$ cat src/rtl/core/vprf_pkg.sv
// types, constants and helpers shared by the vertical pixel ratio filter
// no dependencies
package vprf_pkg;

    localparam int PIX_W          = 16;
    localparam int RATIO_W        = 8;
    localparam int CFG_W          = 11;
    localparam int GAIN           = 10;
    localparam int WIDTH_RESET    = 640;
    localparam int DEF_MAX_WIDTH  = 1024;
    localparam int DEF_ROW_OFFSET = 8;
    localparam int DIV_BITS       = 2;
    localparam int DIV_STAGES     = PIX_W / DIV_BITS;

    typedef struct packed {
        logic [PIX_W-1:0] pixel;
        logic             frame_start;
    } t_vprf_in;

    typedef struct packed {
        logic [RATIO_W-1:0] ratio;
        logic               row_end;
    } t_vprf_out;

    typedef struct packed {
        logic [PIX_W-1:0] num;
        logic [PIX_W-1:0] den;
        logic             row_end;
    } t_vprf_div;

    // zero acts as one, oversize acts as the line store width
    function automatic int unsigned clamp_width(int unsigned w, int unsigned max_w);
        int unsigned res;
        res = w;
        if (w == 0) begin
            res = 1;
        end else if (w > max_w) begin
            res = max_w;
        end
        return res;
    endfunction

endpackage

$ cat src/rtl/core/vprf_divider.sv
// pipelined restoring divider, two quotient bits per stage, with elastic stalls
// depends on vprf_pkg
module vprf_divider (
    input  logic                i_clk,
    input  logic                i_rst_n,
    input  logic                i_valid,
    output logic                o_ready,
    input  vprf_pkg::t_vprf_div i_req,
    output logic                o_valid,
    input  logic                i_stall,
    output vprf_pkg::t_vprf_out o_res
);
    import vprf_pkg::*;

    logic [DIV_STAGES-1:0] r_v;
    logic [PIX_W-1:0]      r_n [DIV_STAGES];
    logic [PIX_W-1:0]      r_r [DIV_STAGES];
    logic [PIX_W-1:0]      r_d [DIV_STAGES];
    logic [DIV_STAGES-1:0] r_e;
    logic [DIV_STAGES-1:0] w_rdy;

    for (genvar s = 0; s < DIV_STAGES; s++) begin : g_stage
        logic [PIX_W-1:0] w_n_in;
        logic [PIX_W-1:0] w_r_in;
        logic [PIX_W-1:0] w_d_in;
        logic             w_e_in;
        logic             w_v_in;
        logic             w_next_rdy;
        logic [PIX_W-1:0] n_n;
        logic [PIX_W-1:0] n_r;

        if (s == 0) begin : g_first
            assign w_n_in = i_req.num;
            assign w_r_in = '0;
            assign w_d_in = i_req.den;
            assign w_e_in = i_req.row_end;
            assign w_v_in = i_valid;
        end else begin : g_mid
            assign w_n_in = r_n[s-1];
            assign w_r_in = r_r[s-1];
            assign w_d_in = r_d[s-1];
            assign w_e_in = r_e[s-1];
            assign w_v_in = r_v[s-1];
        end

        if (s == DIV_STAGES - 1) begin : g_last
            assign w_next_rdy = !i_stall;
        end else begin : g_inner
            assign w_next_rdy = w_rdy[s+1];
        end

        assign w_rdy[s] = !r_v[s] || w_next_rdy;

        always_comb begin
            logic [PIX_W:0]   rs;
            logic [PIX_W-1:0] nt;
            logic [PIX_W-1:0] rt;
            nt = w_n_in;
            rt = w_r_in;
            for (int b = 0; b < DIV_BITS; b++) begin
                rs = {rt, nt[PIX_W-1]};
                nt = {nt[PIX_W-2:0], 1'b0};
                if (rs >= {1'b0, w_d_in}) begin
                    rs    = rs - {1'b0, w_d_in};
                    nt[0] = 1'b1;
                end
                rt = rs[PIX_W-1:0];
            end
            n_n = nt;
            n_r = rt;
        end

        always_ff @(posedge i_clk) begin
            if (!i_rst_n) begin
                r_v[s] <= 1'b0;
            end else if (w_rdy[s]) begin
                r_v[s] <= w_v_in;
            end
        end

        always_ff @(posedge i_clk) begin
            if (w_rdy[s]) begin
                r_n[s] <= n_n;
                r_r[s] <= n_r;
                r_d[s] <= w_d_in;
                r_e[s] <= w_e_in;
            end
        end
    end

    assign o_ready       = w_rdy[0];
    assign o_valid       = r_v[DIV_STAGES-1];
    assign o_res.ratio   = r_n[DIV_STAGES-1][RATIO_W-1:0];
    assign o_res.row_end = r_e[DIV_STAGES-1];

endmodule

$ cat config.mk
export PLATFORM = sky130hd
export DESIGN_NAME = vprf_divider
export DESIGN_NICKNAME = d
export VERILOG_FILES = /design/src/rtl/core/vprf_pkg.sv /design/src/rtl/core/vprf_divider.sv
export SDC_FILE = /design/constraint.sdc
export NUM_CORES = 1
export LEC_CHECK = 0
export BUFFER_PORTS_ARGS = -buffer_cell sky130_fd_sc_hd__buf_4
export CAP_MARGIN = 20
export CORE_MARGIN = 2
export CORE_UTILIZATION = 55
export DETAILED_ROUTE_END_ITERATION = 8
export HOLD_SLACK_MARGIN = 0.02
export PLACE_DENSITY = 0.81
export SKIP_CTS_REPAIR_TIMING = 1
export SYNTH_ARGS = -nofsm -noshare
export SYNTH_HDL_FRONTEND = slang
export SYNTH_SLANG_ARGS = --single-unit
$ cat constraint.sdc
create_clock -name i_clk -period 5.7 [get_ports i_clk]
set_clock_uncertainty 0.05 [all_clocks]
set_input_delay 1.14 -clock i_clk [delete_from_list [all_inputs] [get_ports i_clk]]
set_output_delay 1.14 -clock i_clk [all_outputs]
set_load 0.02 [all_outputs]
---- Word-level counts from Yosys, hierarchy flattened ----
Memory sizes are Yosys's and may differ from the RTL's.
Index checks and enable logic that the tools add are counted.
storage, ports and cells
  register bits after elaboration ......... 16
  bits in writable memories ............... 384
  output and inout port bits .............. 11
  memories ................................ 3
memory list
  memory  words  width  read ports  clocked after Yosys merged registers in  wr ports  line                RTL
  r_d     8      16     7           0                                        8         vprf_divider.sv:18  logic [PIX_W-1:0] r_d [DIV_STAGES];
  r_n     8      16     8           0                                        8         vprf_divider.sv:16  logic [PIX_W-1:0] r_n [DIV_STAGES];
  r_r     8      16     7           0                                        8         vprf_divider.sv:17  logic [PIX_W-1:0] r_r [DIV_STAGES];
operators by class
  add/subtract/negate cells ............... 16
  magnitude comparators ................... 16
  multiplexer cells ....................... 48
  reduce and logical (&&, ||, !) cells .... 17
operators with widths
  kind              number
  $mux 16           16
  $ge 17x16->1      15
  $sub 16x16->16    15
  $mux 1            32
  $ge 1x16->1       1
  $sub 1x16->16     1
  $logic_not 1->1   9
  $logic_or 1x1->1  8

---- Logic depth before layout (Yosys ltp) ----
  depth in word-level cells ............... 11
  gate-level depth with buffers ........... 22

---- Least setup slack after synthesis ----
OpenSTA, ideal clock, no wires.
  path type ............................... reg-to-reg
  start point ............................. mem r_r[3][7]
  end point ............................... mem r_r[4][10], data pin
  library setup time ...................... 260 ps
  arrival ................................. 4,831 ps
  slack ................................... 559 ps
  cell stages (with the launch flop) ...... 20
  path buffers ............................ 3
  clock period less this slack ............ 5,141 ps
  cell sequence ........................... edfxtp_1 -> ha_1 -> clkbuf_1 -> nand3_1 -> a211oi_1 -> a211oi_2 -> a211oi_1 -> nand3b_1 -> clkbuf_1 -> mux2_2 -> ha_1 -> o21a_1 -> o31a_1 -> o31ai_1 -> a21oi_1 -> a2111oi_0 -> nor2_1 -> a21boi_4 -> buf_6 -> mux2_2
RTL lines
  element      line
  from (decl)  vprf_divider.sv:17

==> impl_metrics.yaml <==
routing:
  wl_um: 57960
  drc: 0
  via_count: 17780
  drtPass1Iterations: 5
  viasPerCell: 6.080
  wire_per_inst_um: 19.82
  drtAntennaViolNets: 0
  initialDrtViolationCount: 1302
global_route:
  antenna_found_initial: 1
  overflow: 0
  grt_max_degree: 48
  grt.total_usage_pct: 26.34
  grt_pass1_wl_um: 90760
  grt_pass1_vias: 17400
yosys:
  ys_seq_elements: 316
  synthFlopType: "edfxtp_1"
  syn_inst: 2266
  syn_area_mm2: 0.02321
  syn_area_per_cell_um2: 10.24
  yosysSeqAreaShare_pct: 40.55
  post_synth_num_cell_types: 85
  synthArstFlopShare_pct: 0
  syn-num-nets: 2559
  ys_warn_count: 0
  synth_edf_count: 308
layout:
  syn2layout_area_growth_pct: 10.59
  diodes: 0
  finalNetCount: 2649
  n_fill_cell: 3360
  multi_input_area_mm2: 0.01298
  drive_gt1_share_pct: 12.70
  register_area_mm2: 0.009409
cts:
  cts_made_buffers: 37
  cts-root-buf: "clkbuf_16"
  ctsLongestPathBuffers: 3
  cts_sinks: 316
  htree_num_levels: 2
  clk_pin_slew_ns: 0.06
  clkLatencyLatePin_ns: 0.56
  cts_tree: "built"
pwr:
  p_per_area_mw_per_mm2: 341.1
  seqPwrFrac_pct: 34.3
  p_total_w: 0.008754
  combPwrFrac_pct: 38.5
  ir_drop_mv: 0.2401
  leakagePower_nw: 11.16
  p_int_w: 0.005759
  switchingPower_w: 0.002995
  p_sw_share_pct: 34.21
  clock_power_share_pct: 27.3
critical_path:
  critPathRequiredTime_ns: 5.95
  criticalPathCategory: "register to register"
  cp-start-kind: "register"
  cp-end-kind: "register"
  crit_path_max_fanout: 11
  worstPathArrival_ns: 5.73
floorplan:
  dieArea_mm2: 0.04385
  row_count: 75
  initial_utilization_pct: 55.57
  die_w_um: 209.4
  fp.dieH_um: 209.4
  ioPinCount: 48
  fp.coreArea_mm2: 0.04176
sta:
  rsz0062_at_grt: "no"
  post-route-period-util_pct: 96.18
  maxSlewHeadroom_pct: 41.22
  hold_viol: 0
  slew_violations: 0
  fin_crit_ns: 5.482
  setup_tns_ns: 0
  tightest_slew_ns: 0.8791
  setup_viol_count_final: 0
  fmax_ghz: 0.1824
placement:
  hpwl_um: 45560
  io_buffers: 47
  gp_congestion: 0.9454
job:
  drv_cap: 0
hold_path:
  min_path_type: "register to register"
outcome:
  run_status: "finished clean"
## placed cells by master (no fill, tap or decap), types with 30 or more instances in the layout
cell type | synthesis | layout
edfxtp_1 | 308 | 308
ha_1 | 242 | 242
inv_1 | 202 | 202
a21oi_1 | 178 | 176
nor2_1 | 155 | 155
nand2_1 | 142 | 141
o21ai_0 | 112 | 111
mux2_2 | 110 | 110
xnor2_1 | 106 | 106
buf_4 | 2 | 77
nor3_1 | 56 | 55
xor2_1 | 55 | 55
o21a_1 | 49 | 49
a21o_1 | 44 | 44
nand3_1 | 41 | 41
clkbuf_16 | 0 | 39
a211oi_1 | 32 | 32
nor2b_1 | 30 | 30
## power groups by stage
stage                     clock network (W)  registers [W]  logic (W)
after global placement                    0        0.00304    0.00317
after CTS                           0.00244        0.00300    0.00330
after global routing                0.00251        0.00302    0.00373
final                               0.00239        0.00300    0.00337
after detailed placement                  0        0.00305    0.00325
after floorplan                           0        0.00298    0.00256
## sequential cells by signal, summed over array words and instances, names as in the netlist
signal,cells
r_d,112
r_r,112
r_n,76
g_stage.w_e_in,7
g_stage.w_v_in,7
o_res,1
o_valid,1
## routing by layer
| metal | track usage [%] | up-vias | wire (um) | share of wire [%] |
|---|---|---|---|---|
| met5 | 0 | - | 0 | 0 |
| met4 | 9.680 | 0 | 2040 | 3.5 |
| met3 | 3.756 | 142 | 3271 | 5.6 |
| met2 | 45.10 | 581 | 27850 | 48 |
| met1 | 34.10 | 8403 | 24790 | 43 |
| li1 | - | 8651 | - | - |
## worst max-delay path: stages (launching register included)
cell and delay, ns:
edfxtp_1 0.41, inv_1 0.08, ha_1 0.15, inv_1 0.05
fa_1 0.43, a211o_1 0.32, a2111o_1 0.41, a31oi_1 0.28
o21bai_1 0.10, a21oi_1 0.18, xnor2_1 0.09, mux2_2 0.29
ha_1 0.34, nand3_1 0.18, or4_1 0.62, nor2_1 0.14
nor2_1 0.05, o21ai_0 0.19, or3_1 0.31, buf_12 0.19
mux2_2 0.36
## through the flow
stage | cell area (um^2) | util, % | hold WS (ns) | instances | setup WS, ns
CTS | 25580 | 61.27 | 0.3655 | 2921 | 0.1850
global placement | 24360 | 58.34 | 0.3505 | 2853 | 0.3463
detailed placement | 24360 | 58.34 | 0.3545 | 2853 | 0.2146
floorplan | 23210 | - | 0.3503 | 2266 | 0.5593
global route | 25660 | 61.46 | 0.3717 | 2924 | 0.007101
finish | 25660 | 61.46 | 0.3589 | 2924 | 0.2179
## worst paths after layout
path	startpoint	end	slack, ns	cells after the start
worst min register to register	r_n[1][33]	r_n[1][51]	0.36	0
worst min-delay path	r_n[1][33]	r_n[1][51]	0.36	0
worst max register to register	r_n[0][15]	r_r[1][4]	0.22	20
worst max-delay path	r_n[0][15]	r_r[1][4]	0.22	20
## final cells by class
type | instances | area share [%]
multi-input cells | 1719 | 50.56
flip-flops and latches | 316 | 36.66
clock buffers | 47 | 3.998
inverters | 203 | 2.969
well taps | 539 | 2.628
repair buffers | 79 | 2.408
clock inverters | 21 | 0.7703
## logic make-up (layout without fill, tap and decap cells)
family	after synthesis	in the layout	share of synthesized area, %
compound gates	584	584	16.39
mux	132	132	6.481
fa+ha+maj	256	256	14.26
flops	316	316	40.55
buf+inv	231	350	3.882
xor+xnor	161	161	6.076
simple gates	586	586	12.37
## synth_stat cells, types with 15 or more instances
library cell	count	share of area, %
edfxtp_1	308	40
ha_1	242	13
inv_1	202	3.3
a21oi_1	178	3.8
nor2_1	155	2.5
nand2_1	142	2.3
o21ai_0	112	2.4
mux2_2	110	5.3
xnor2_1	106	4.0
nor3_1	56	1.2
xor2_1	55	2.1
o21a_1	49	1.6
a21o_1	44	1.4
nand3_1	41	0.88
a211oi_1	32	1.0
nor2b_1	30	0.81
nand4_1	29	0.78
nor4_1	26	0.70
a31oi_1	20	0.54
o21bai_1	20	0.65
and3_1	17	0.46
or3_1	17	0.46
nand2b_1	16	0.43
clkbuf_1	15	0.24
or2_2	15	0.40
Note: power is estimated with default switching activity, not from simulation.
